[src/rtl/fptx_pkg.sv]
// fptx_pkg: shared types, constants and helpers of the fast-packet transmit framer
// no dependencies; used by fptx_front, fptx_queue, fptx_back and fast_packet_tx_framer_top

package fptx_pkg;

    localparam logic [17:0] CLAIM_GROUP  = 18'd60928;
    localparam logic [7:0]  MAX_BYTES    = 8'd223;
    localparam logic [7:0]  SINGLE_LIMIT = 8'd8;
    localparam logic [7:0]  CFA_RESET    = 8'd254;

    localparam int TBL_ENTRIES = 64;
    localparam int TBL_IDX_W   = $clog2(TBL_ENTRIES);
    localparam int TBL_CNT_W   = TBL_IDX_W + 1;

    localparam int QUEUE_DEPTH = 2;
    localparam int QUEUE_PTR_W = $clog2(QUEUE_DEPTH);
    localparam int QUEUE_CNT_W = QUEUE_PTR_W + 1;

    localparam int          APB_ADDR_W = 3;
    localparam logic [2:0]  ADDR_CFA   = 3'd0;

    typedef struct packed {
        logic [28:0] can_identifier;
        logic [17:0] group_number;
        logic [7:0]  source_address;
        logic        claim_busy;
        logic        fast_mode;
        logic [7:0]  message_length;
        logic [7:0]  payload_byte;
        logic        byte_last;
    } in_word_t;

    typedef struct packed {
        logic [28:0] frame_identifier;
        logic [63:0] frame_data;
        logic        frame_last;
    } out_word_t;

    // one byte that goes into a frame, with message context on the first byte
    typedef struct packed {
        logic        start;
        logic        fast;
        logic [28:0] ident;
        logic [2:0]  seq;
        logic [7:0]  length;
        logic [7:0]  data;
        logic        done;
    } qent_t;

    typedef struct packed {
        logic  push;
        qent_t entry;
    } qpush_t;

    typedef struct packed {
        logic  valid;
        qent_t entry;
    } qhead_t;

    function automatic logic [63:0] put_byte(input logic [63:0] word,
                                            input logic [2:0]  slot,
                                            input logic [7:0]  value);
        logic [63:0] res;
        res = word;
        res[{slot, 3'b000} +: 8] = value;
        return res;
    endfunction

endpackage

[src/rtl/fptx_front.sv]
// fptx_front: accepts payload words, applies drop and length rules, looks up sequence numbers
// depends on fptx_pkg; feeds fptx_queue

module fptx_front (
    input  logic              clk,
    input  logic              rst_n,
    input  logic              in_valid,
    output logic              in_ready,
    input  fptx_pkg::in_word_t in_data,
    input  logic [7:0]        claim_fail_address,
    input  logic              q_full,
    output fptx_pkg::qpush_t  q_wr
);

    typedef enum logic [3:0] {
        S_ACCEPT = 4'b0001,
        S_READ   = 4'b0010,
        S_CMP    = 4'b0100,
        S_PUSH   = 4'b1000
    } state_t;

    typedef struct packed {
        logic [17:0] group;
        logic [2:0]  seq;
    } tbl_entry_t;

    state_t                          state_reg, state_next;
    logic [7:0]                      pos_reg, pos_next;
    logic                            dropped_reg, dropped_next;
    logic                            fast_reg, fast_next;
    logic                            noaddr_reg, noaddr_next;
    logic [fptx_pkg::TBL_CNT_W-1:0]  fill_reg, fill_next;
    logic [2:0]                      zseq_reg, zseq_next;
    logic [fptx_pkg::TBL_IDX_W-1:0]  scan_reg, scan_next;
    logic [17:0]                     grp_reg, grp_next;
    fptx_pkg::qent_t                 pend_reg, pend_next;
    tbl_entry_t                      rd_reg;

    tbl_entry_t                      tbl_mem [fptx_pkg::TBL_ENTRIES];
    logic                            tbl_we;
    logic [fptx_pkg::TBL_IDX_W-1:0]  tbl_waddr;
    tbl_entry_t                      tbl_wdata;

    logic                            accept;
    logic                            first;
    logic                            drop_new;
    logic                            eff_drop;
    logic                            eff_fast;
    logic [7:0]                      limit;
    logic [8:0]                      pos_inc;
    logic                            wr_byte;
    logic                            done;
    logic                            has_room;
    fptx_pkg::qent_t                 entry;
    logic [fptx_pkg::TBL_CNT_W-1:0]  scan_inc;

    always_comb
    begin
        state_next   = state_reg;
        pos_next     = pos_reg;
        dropped_next = dropped_reg;
        fast_next    = fast_reg;
        noaddr_next  = noaddr_reg;
        fill_next    = fill_reg;
        zseq_next    = zseq_reg;
        scan_next    = scan_reg;
        grp_next     = grp_reg;
        pend_next    = pend_reg;
        tbl_we       = 1'b0;
        tbl_waddr    = fill_reg[fptx_pkg::TBL_IDX_W-1:0];
        tbl_wdata    = '{group: grp_reg, seq: 3'd0};
        q_wr.push    = 1'b0;

        in_ready = (state_reg == S_ACCEPT) && !q_full;
        accept   = in_valid && in_ready;
        first    = (pos_reg == 8'd0);
        drop_new = (in_data.claim_busy && (in_data.group_number != fptx_pkg::CLAIM_GROUP))
                   || noaddr_reg;
        eff_drop = first ? drop_new : dropped_reg;
        eff_fast = first ? in_data.fast_mode : fast_reg;
        limit    = eff_fast ? fptx_pkg::MAX_BYTES : fptx_pkg::SINGLE_LIMIT;
        pos_inc  = {1'b0, pos_reg} + 9'd1;
        wr_byte  = !eff_drop && (pos_reg < limit);
        done     = in_data.byte_last || (pos_inc >= {1'b0, limit});
        has_room = (fill_reg < fptx_pkg::TBL_CNT_W'(fptx_pkg::TBL_ENTRIES));
        scan_inc = {1'b0, scan_reg} + fptx_pkg::TBL_CNT_W'(1);

        entry.start  = first;
        entry.fast   = eff_fast;
        entry.ident  = in_data.can_identifier;
        entry.seq    = 3'd0;
        entry.length = in_data.message_length;
        entry.data   = in_data.payload_byte;
        entry.done   = done;

        unique case (state_reg)
            S_ACCEPT:
            begin
                if (accept)
                begin
                    if (first)
                    begin
                        dropped_next = drop_new;
                        fast_next    = in_data.fast_mode;
                        if (!drop_new && (in_data.source_address == claim_fail_address))
                            noaddr_next = 1'b1;
                    end
                    if (!wr_byte)
                    begin
                        if (in_data.byte_last)
                        begin
                            pos_next     = 8'd0;
                            dropped_next = 1'b0;
                        end
                        else if (eff_drop && first)
                        begin
                            pos_next = 8'd1;
                        end
                    end
                    else
                    begin
                        pos_next  = (done && in_data.byte_last) ? 8'd0 : pos_inc[7:0];
                        q_wr.push = 1'b1;
                        if (first && in_data.fast_mode)
                        begin
                            if (in_data.group_number == 18'd0)
                            begin
                                if (has_room)
                                begin
                                    zseq_next = zseq_reg + 3'd1;
                                    entry.seq = zseq_reg + 3'd1;
                                end
                            end
                            else if (fill_reg == '0)
                            begin
                                tbl_we    = 1'b1;
                                tbl_waddr = '0;
                                tbl_wdata = '{group: in_data.group_number, seq: 3'd0};
                                fill_next = fptx_pkg::TBL_CNT_W'(1);
                                zseq_next = 3'd0;
                            end
                            else
                            begin
                                q_wr.push  = 1'b0;
                                pend_next  = entry;
                                grp_next   = in_data.group_number;
                                scan_next  = '0;
                                state_next = S_READ;
                            end
                        end
                    end
                end
            end
            S_READ:
            begin
                state_next = S_CMP;
            end
            S_CMP:
            begin
                if (rd_reg.group == grp_reg)
                begin
                    tbl_we        = 1'b1;
                    tbl_waddr     = scan_reg;
                    tbl_wdata     = '{group: grp_reg, seq: rd_reg.seq + 3'd1};
                    pend_next.seq = rd_reg.seq + 3'd1;
                    state_next    = S_PUSH;
                end
                else if (scan_inc == fill_reg)
                begin
                    if (has_room)
                    begin
                        tbl_we    = 1'b1;
                        fill_next = fill_reg + fptx_pkg::TBL_CNT_W'(1);
                        zseq_next = 3'd0;
                    end
                    pend_next.seq = 3'd0;
                    state_next    = S_PUSH;
                end
                else
                begin
                    scan_next  = scan_inc[fptx_pkg::TBL_IDX_W-1:0];
                    state_next = S_READ;
                end
            end
            S_PUSH:
            begin
                if (!q_full)
                begin
                    q_wr.push  = 1'b1;
                    state_next = S_ACCEPT;
                end
            end
            default:
            begin
                state_next = S_ACCEPT;
            end
        endcase

        q_wr.entry = (state_reg == S_PUSH) ? pend_reg : entry;
    end

    always_ff @(posedge clk or negedge rst_n)
    begin
        if (!rst_n)
        begin
            state_reg   <= S_ACCEPT;
            pos_reg     <= 8'd0;
            dropped_reg <= 1'b0;
            fast_reg    <= 1'b0;
            noaddr_reg  <= 1'b0;
            fill_reg    <= '0;
            zseq_reg    <= 3'd0;
            scan_reg    <= '0;
        end
        else
        begin
            state_reg   <= state_next;
            pos_reg     <= pos_next;
            dropped_reg <= dropped_next;
            fast_reg    <= fast_next;
            noaddr_reg  <= noaddr_next;
            fill_reg    <= fill_next;
            zseq_reg    <= zseq_next;
            scan_reg    <= scan_next;
        end
    end

    always_ff @(posedge clk)
    begin
        grp_reg  <= grp_next;
        pend_reg <= pend_next;
    end

    // sequence table, entries below the fill count hold nonzero groups
    always_ff @(posedge clk)
    begin
        if (tbl_we)
            tbl_mem[tbl_waddr] <= tbl_wdata;
        rd_reg <= tbl_mem[scan_reg];
    end

endmodule

[src/rtl/fptx_queue.sv]
// fptx_queue: short fifo of frame bytes between front and back
// depends on fptx_pkg

module fptx_queue (
    input  logic             clk,
    input  logic             rst_n,
    input  fptx_pkg::qpush_t q_wr,
    output logic             q_full,
    output fptx_pkg::qhead_t q_head,
    input  logic             q_pop
);

    fptx_pkg::qent_t                   slot_mem [fptx_pkg::QUEUE_DEPTH];
    logic [fptx_pkg::QUEUE_PTR_W-1:0]  wr_ptr_reg, wr_ptr_next;
    logic [fptx_pkg::QUEUE_PTR_W-1:0]  rd_ptr_reg, rd_ptr_next;
    logic [fptx_pkg::QUEUE_CNT_W-1:0]  count_reg, count_next;
    logic                              do_push;
    logic                              do_pop;

    always_comb
    begin
        q_full       = (count_reg == fptx_pkg::QUEUE_CNT_W'(fptx_pkg::QUEUE_DEPTH));
        q_head.valid = (count_reg != '0);
        q_head.entry = slot_mem[rd_ptr_reg];
        do_push      = q_wr.push && !q_full;
        do_pop       = q_pop && q_head.valid;
        wr_ptr_next  = do_push ? wr_ptr_reg + fptx_pkg::QUEUE_PTR_W'(1) : wr_ptr_reg;
        rd_ptr_next  = do_pop ? rd_ptr_reg + fptx_pkg::QUEUE_PTR_W'(1) : rd_ptr_reg;
        count_next   = count_reg;
        if (do_push && !do_pop)
            count_next = count_reg + fptx_pkg::QUEUE_CNT_W'(1);
        else if (do_pop && !do_push)
            count_next = count_reg - fptx_pkg::QUEUE_CNT_W'(1);
    end

    always_ff @(posedge clk or negedge rst_n)
    begin
        if (!rst_n)
        begin
            wr_ptr_reg <= '0;
            rd_ptr_reg <= '0;
            count_reg  <= '0;
        end
        else
        begin
            wr_ptr_reg <= wr_ptr_next;
            rd_ptr_reg <= rd_ptr_next;
            count_reg  <= count_next;
        end
    end

    always_ff @(posedge clk)
    begin
        if (do_push)
            slot_mem[wr_ptr_reg] <= q_wr.entry;
    end

endmodule

[src/rtl/fptx_back.sv]
// fptx_back: packs queued bytes into 8-byte frames and holds the output word
// depends on fptx_pkg; fed by fptx_queue

module fptx_back (
    input  logic               clk,
    input  logic               rst_n,
    input  fptx_pkg::qhead_t   q_head,
    output logic               q_pop,
    output logic               out_valid,
    input  logic               out_ready,
    output fptx_pkg::out_word_t out_data
);

    logic [63:0]          asm_reg, asm_next;
    logic [2:0]           slot_reg, slot_next;
    logic [4:0]           cnt_reg, cnt_next;
    logic [2:0]           seq_reg, seq_next;
    logic [28:0]          ident_reg, ident_next;
    logic                 out_valid_reg, out_valid_next;
    fptx_pkg::out_word_t  out_reg, out_next;

    fptx_pkg::qent_t      e;
    logic [63:0]          base_asm;
    logic [2:0]           base_slot;
    logic [4:0]           base_cnt;
    logic [2:0]           base_seq;
    logic [28:0]          base_ident;
    logic [63:0]          new_asm;
    logic                 emit;

    always_comb
    begin
        e = q_head.entry;
        if (e.start)
        begin
            base_asm   = e.fast ? {48'hFFFF_FFFF_FFFF, e.length, e.seq, 5'd0} : '1;
            base_slot  = e.fast ? 3'd2 : 3'd0;
            base_cnt   = 5'd0;
            base_seq   = e.seq;
            base_ident = e.ident;
        end
        else
        begin
            base_asm   = asm_reg;
            base_slot  = slot_reg;
            base_cnt   = cnt_reg;
            base_seq   = seq_reg;
            base_ident = ident_reg;
        end
        new_asm = fptx_pkg::put_byte(base_asm, base_slot, e.data);
        emit    = (base_slot == 3'd7) || e.done;
        q_pop   = q_head.valid && (!emit || !out_valid_reg || out_ready);

        asm_next       = asm_reg;
        slot_next      = slot_reg;
        cnt_next       = cnt_reg;
        seq_next       = seq_reg;
        ident_next     = ident_reg;
        out_next       = out_reg;
        out_valid_next = out_valid_reg && !out_ready;

        if (q_pop)
        begin
            seq_next   = base_seq;
            ident_next = base_ident;
            if (emit)
            begin
                out_valid_next            = 1'b1;
                out_next.frame_identifier = base_ident;
                out_next.frame_data       = new_asm;
                out_next.frame_last       = e.done;
                cnt_next                  = base_cnt + 5'd1;
                asm_next                  = {56'hFF_FFFF_FFFF_FFFF, base_seq,
                                             base_cnt + 5'd1};
                slot_next                 = 3'd1;
            end
            else
            begin
                cnt_next  = base_cnt;
                asm_next  = new_asm;
                slot_next = base_slot + 3'd1;
            end
        end
    end

    assign out_valid = out_valid_reg;
    assign out_data  = out_reg;

    always_ff @(posedge clk or negedge rst_n)
    begin
        if (!rst_n)
        begin
            out_valid_reg <= 1'b0;
            slot_reg      <= 3'd0;
            cnt_reg       <= 5'd0;
            seq_reg       <= 3'd0;
        end
        else
        begin
            out_valid_reg <= out_valid_next;
            slot_reg      <= slot_next;
            cnt_reg       <= cnt_next;
            seq_reg       <= seq_next;
        end
    end

    always_ff @(posedge clk)
    begin
        asm_reg   <= asm_next;
        ident_reg <= ident_next;
        out_reg   <= out_next;
    end

endmodule

[src/rtl/fast_packet_tx_framer_top.sv]
// fast_packet_tx_framer_top: top level of the fast-packet transmit framer with its register port
// depends on fptx_pkg, fptx_front, fptx_queue, fptx_back
//
// input channel: in_valid/in_ready with in_data, one payload byte of a message per word;
//   message fields are taken on the first byte, byte_last marks the message end
// output channel: out_valid/out_ready with out_data, one 8-byte frame per word
// register port: claim_fail_address at byte address 0, written with a setup and
//   an access phase, read back on prdata, pready always high
// throughput: one byte per cycle while the queue has room; when the table is not empty, the
//   first byte of a fast-packet message with a nonzero group scans the sequence table,
//   reading and comparing filled entries in turn until a match, with in_ready low meanwhile
// path: a byte that completes a frame is written into the queue at its accepting edge unless
//   the table is scanned; fptx_back then pops it and registers the frame that drives out_valid
// reset: table empty, message position and flags cleared, claim_fail_address back to 254;
//   no clearing pass, the table is tracked by a fill count
// a stalled receiver holds the output frame; bytes keep packing until the next
//   frame is complete, then that byte and one more wait in the queue and in_ready
//   drops until the frame is taken

module fast_packet_tx_framer_top (
    input  logic                                clk,
    input  logic                                rst_n,
    input  logic                                in_valid,
    output logic                                in_ready,
    input  fptx_pkg::in_word_t                  in_data,
    output logic                                out_valid,
    input  logic                                out_ready,
    output fptx_pkg::out_word_t                 out_data,
    input  logic                                psel,
    input  logic                                penable,
    input  logic                                pwrite,
    input  logic [fptx_pkg::APB_ADDR_W-1:0]     paddr,
    input  logic [31:0]                         pwdata,
    output logic [31:0]                         prdata,
    output logic                                pready
);

    logic             cfa_write;
    logic [7:0]       claim_fail_address_reg, claim_fail_address_next;
    logic             q_full;
    logic             q_pop;
    fptx_pkg::qpush_t q_wr;
    fptx_pkg::qhead_t q_head;

    assign pready    = 1'b1;
    assign cfa_write = psel && penable && pwrite && (paddr == fptx_pkg::ADDR_CFA);

    always_comb
    begin
        claim_fail_address_next = claim_fail_address_reg;
        if (cfa_write)
            claim_fail_address_next = pwdata[7:0];
        prdata = (paddr == fptx_pkg::ADDR_CFA) ? {24'd0, claim_fail_address_reg} : 32'd0;
    end

    always_ff @(posedge clk or negedge rst_n)
    begin
        if (!rst_n)
            claim_fail_address_reg <= fptx_pkg::CFA_RESET;
        else
            claim_fail_address_reg <= claim_fail_address_next;
    end

    fptx_front u_front (
        .clk                (clk),
        .rst_n              (rst_n),
        .in_valid           (in_valid),
        .in_ready           (in_ready),
        .in_data            (in_data),
        .claim_fail_address (claim_fail_address_reg),
        .q_full             (q_full),
        .q_wr               (q_wr)
    );

    fptx_queue u_queue (
        .clk    (clk),
        .rst_n  (rst_n),
        .q_wr   (q_wr),
        .q_full (q_full),
        .q_head (q_head),
        .q_pop  (q_pop)
    );

    fptx_back u_back (
        .clk       (clk),
        .rst_n     (rst_n),
        .q_head    (q_head),
        .q_pop     (q_pop),
        .out_valid (out_valid),
        .out_ready (out_ready),
        .out_data  (out_data)
    );

endmodule
[config.mk]
export PLATFORM = sky130hd
export DESIGN_NAME = fast_packet_tx_framer_top
export DESIGN_NICKNAME = d
export VERILOG_FILES = /design/src/rtl/fptx_pkg.sv /design/src/rtl/fptx_front.sv /design/src/rtl/fptx_queue.sv /design/src/rtl/fptx_back.sv /design/src/rtl/fast_packet_tx_framer_top.sv
export SDC_FILE = /design/constraint.sdc
export NUM_CORES = 2
export LEC_CHECK = 0
export BUFFER_PORTS_ARGS = -buffer_cell sky130_fd_sc_hd__buf_2
export CORE_MARGIN = 2
export CORE_UTILIZATION = 31
export DETAILED_ROUTE_END_ITERATION = 12
export GPL_TIMING_DRIVEN = 0
export SYNTH_ARGS = -nofsm -noshare
export SYNTH_HDL_FRONTEND = slang
export SYNTH_SLANG_ARGS = --single-unit
[constraint.sdc]
create_clock -name clk -period 15.9 [get_ports clk]
set_input_delay 1.59 -clock clk [delete_from_list [all_inputs] [get_ports clk]]
set_output_delay 1.59 -clock clk [all_outputs]
set_load 0.005 [all_outputs]
==> results.json <==
{
  "worstPathCellList": "inv_1 > ha_1 > nor4b_1 > nand2_1 > a21boi_1 > buf_4 > ha_1 > nor2b_1 > o21ai_0 > a21oi_1 > a211o_1 > nor3_2 > buf_4 > o211ai_4 > buf_2 > a211oi_4 > buf_8",
  "post_cts_resized": 0,
  "place_ws_ps": 9513,
  "cellPowerDensity_mw_per_mm2": 169.4,
  "status": "complete, no violations",
  "largest_register_ffs": 1344,
  "cp.required_ps": 16440,
  "firstDrtPassIters": 5,
  "drt.antenna.violating_nets": 0,
  "cpMaxStageDelayCell": "a211oi_4",
  "die_h_um": 479.8,
  "slew_violations": 0,
  "syn_area_per_cell_sq_um": 20.23,
  "placed_cells_incl_taps": 6770,
  "hold_path_depth": 2,
  "path_class": "reg -> reg",
  "p_int_w": 0.009695,
  "drc_errors": 0,
  "clock_sinks": 1778,
  "top_register": "u_front.tbl_mem",
  "seqPwrFrac_pct": 41.2,
  "clkTransAtPathRegs_ps": 60,
  "cp_max_fo": 12,
  "yosys_warnings": 0,
  "ys_seq_area_share_pct": 75.40,
  "p_clk_share_pct": 29.4,
  "hold_violations": 0,
  "reg2reg_depth": 17,
  "rows": 174,
  "finalClockSkew_ps": 59.30,
  "synth_async_sr_flop_share_pct": 3.093,
  "setup_violations": 0,
  "fin_ws_ps": 10050,
  "grt_antenna_before_repair": 28,
  "tns_ps": 0,
  "final_common_cell": "edfxtp_1",
  "crit_buf_inv": 5,
  "yosysTopAreaCell": "edfxtp_1",
  "stdcell_count": 7104,
  "synth-seq-cells": 1778,
  "whs_ps": 478.4,
  "synth_edf_count": 1702,
  "finalCritPeriodShare_pct": 36.80,
  "vias": 35920,
  "hold_buffers": 0,
  "gr-total-overflow": 0,
  "pin_count": 245,
  "fp.coreArea_sq_mm": 0.2249,
  "cp.depth": 17,
  "dr.first_iter.drc_count": 4172,
  "cts_buffer_depth": 3,
  "die_width_um": 479.8,
  "portBuffers": 195,
  "syn2layout_area_growth_pct": 18.65,
  "critPathLaunchType": "flop",
  "wl_um": 179700,
  "cts_tree": "done",
  "critPathArrivalTime_ps": 6390,
  "sw_frac_of_total_pct": 31.28,
  "cts_root_buf": "clkbuf_16",
  "cts_setup_buffers": 0,
  "gp_congestion": 0.8379,
  "hpwl_um": 123000,
  "max-cap-violations": 0,
  "critPathTopFamily": "compound AO/OA/AOI/OAI gates",
  "grt_pass1_wl_um": 257500,
  "drive_above_1_share_pct": 28.80,
  "grt_max_degree": 72,
  "fin_crit_ps": 5852,
  "track_usage_pct": 15.42,
  "worstMarginPinSlew_ps": 1352,
  "n_fill_cell": 20320,
  "routed_via_density": 5.057,
  "ys_types": 70,
  "p_comb_share_pct": 29.4,
  "max_freq_ghz": 0.1709,
  "synth_cells": 3469,
  "nets": 4103,
  "wl_per_cell_um": 25.29,
  "numCtsBuffers": 179,
  "synth_top_area_share_pct": 72.82,
  "synth_flop_cell": "edfxtp_1",
  "final_cell_mix": "edfxtp_1 (1702), mux4_2 (441), nand2_1 (236), buf_2 (218), clkbuf_16 (181)",
  "htree_levels": 4,
  "p_leak_nw": 26.14,
  "fin_util_pct": 37.03,
  "worstSetupEndpointType": "flop",
  "ir_drop_mv": 0.1265,
  "dieArea_sq_mm": 0.2302,
  "initial_core_util_pct": 31.21,
  "rsz0062_at_grt": "no",
  "power.switching_w": 0.004413,
  "grt_pass1_vias": 35700,
  "maxSlewHeadroom_pct": 9.895,
  "clk_latency_ps": 830,
  "slowest_delay_ps": 940,
  "hold_class": "reg -> reg",
  "synth.cell_area_sq_mm": 0.07018,
  "synth.area.top_cells": "edfxtp_1 (73%), mux4_2 (14%), dfrtp_1 (1.7%)"
}
[metal layers]
layer	global-route usage [%]	vias up	wire length, um
met5	0	-	69
met4	5.219	12	5814
met3	3.341	264	14780
met2	24.29	1494	84570
met1	21.17	19040	74430
li1	-	15110	-
[final cells by class]
cell class / instances / area [sq um] / area share, %
Multi-Input combinational cell: 1481 / 17280 / 20.75
Clock inverter: 106 / 1016 / 1.220
Tap cell: 2992 / 3744 / 4.496
Antenna cell: 4 / 10.01 / 0.01202
Clock buffer: 224 / 4761 / 5.717
Inverter: 22 / 87.58 / 0.1052
Timing Repair Buffer: 286 / 2540 / 3.050
Buffer: 211 / 919.6 / 1.104
Sequential cell: 1778 / 52920 / 63.55
[synthesized netlist by cell type, drive strengths merged, types with 3 or more instances]
cell type,instances
o21a,4
a21bo,4
or3,3
o32a,5
ha,28
nor4,9
mux2,46
clkbuf,121
o21ai,81
xnor2,31
xor2,22
a21o,3
and3,10
mux4,441
edfxtp,1702
nand4b,4
nor4b,5
a31oi,5
inv,20
dfrtp,47
dfstp,8
o211ai,7
nand4,11
nand2b,51
nand2,236
o221ai,9
o31ai,7
a21oi,64
a21boi,5
or2,10
nor2,111
nor3,31
buf,90
a211oi,69
dfxtp,21
a221o,3
o22ai,3
and2,18
nor2b,9
nand3,31
mux2i,58
[power groups by stage]
stage,Combinational (W),Sequential (W),Clock (W)
finish,0.00415,0.00582,0.00414
global route,0.00439,0.00584,0.00441
CTS,0.00418,0.00582,0.00422
detailed placement,0.00416,0.00592,0
global placement,0.00405,0.00598,0
floorplan,0.00250,0.00592,0
[worst register-to-register path, stage by stage, from the launching register on]
cell and delay [ps]:
dfrtp_1 440, inv_1 130, ha_1 170, nor4b_1 360, nand2_1 260, a21boi_1 480
buf_4 260, ha_1 230, nor2b_1 120, o21ai_0 150, a21oi_1 110, a211o_1 400
nor3_2 360, buf_4 350, o211ai_4 190, buf_2 370, a211oi_4 950, buf_8 270
[metrics by stage]
stage          power, W  area, sq um
6_report        0.01411        83270
3_3_place_gp    0.01003        74990
3_5_place_dp    0.01008        77450
4_1_cts         0.01422        83220
2_1_floorplan  0.008422        70270
5_1_grt         0.01464        83260
[path summary, 6_finish.rpt]
check	from	endpoint	slack, ps
max in group asynchronous	rst_n	u_front.state_reg[0]$_DFFE_PN1P_	14440
min in group asynchronous	rst_n	claim_fail_address_reg[0]$_DFFE_PN0P_	750
min	u_back.seq_reg[1]$_DFFE_PN0P_	u_back.seq_reg[1]$_DFFE_PN0P_	480
min reg2reg	u_back.seq_reg[1]$_DFFE_PN0P_	u_back.seq_reg[1]$_DFFE_PN0P_	480
max	u_front.pos_reg[0]$_DFFE_PN0P_	u_front.tbl_mem[29][13]$_DFFE_PP_	10050
max reg2reg	u_front.pos_reg[0]$_DFFE_PN0P_	u_front.tbl_mem[29][13]$_DFFE_PP_	10050
[kinds of logic after synthesis]
family,after synthesis,synth area share (%)
compound gates,288,2.697
xor+xnor,53,0.6614
fa+ha+maj,28,0.4992
buf+inv,233,1.426
flops,1778,75.40
mux,545,15.72
other cells,2,0.01070
simple gates,542,3.591
No activity file was read; power rests on OpenSTA's default activity.
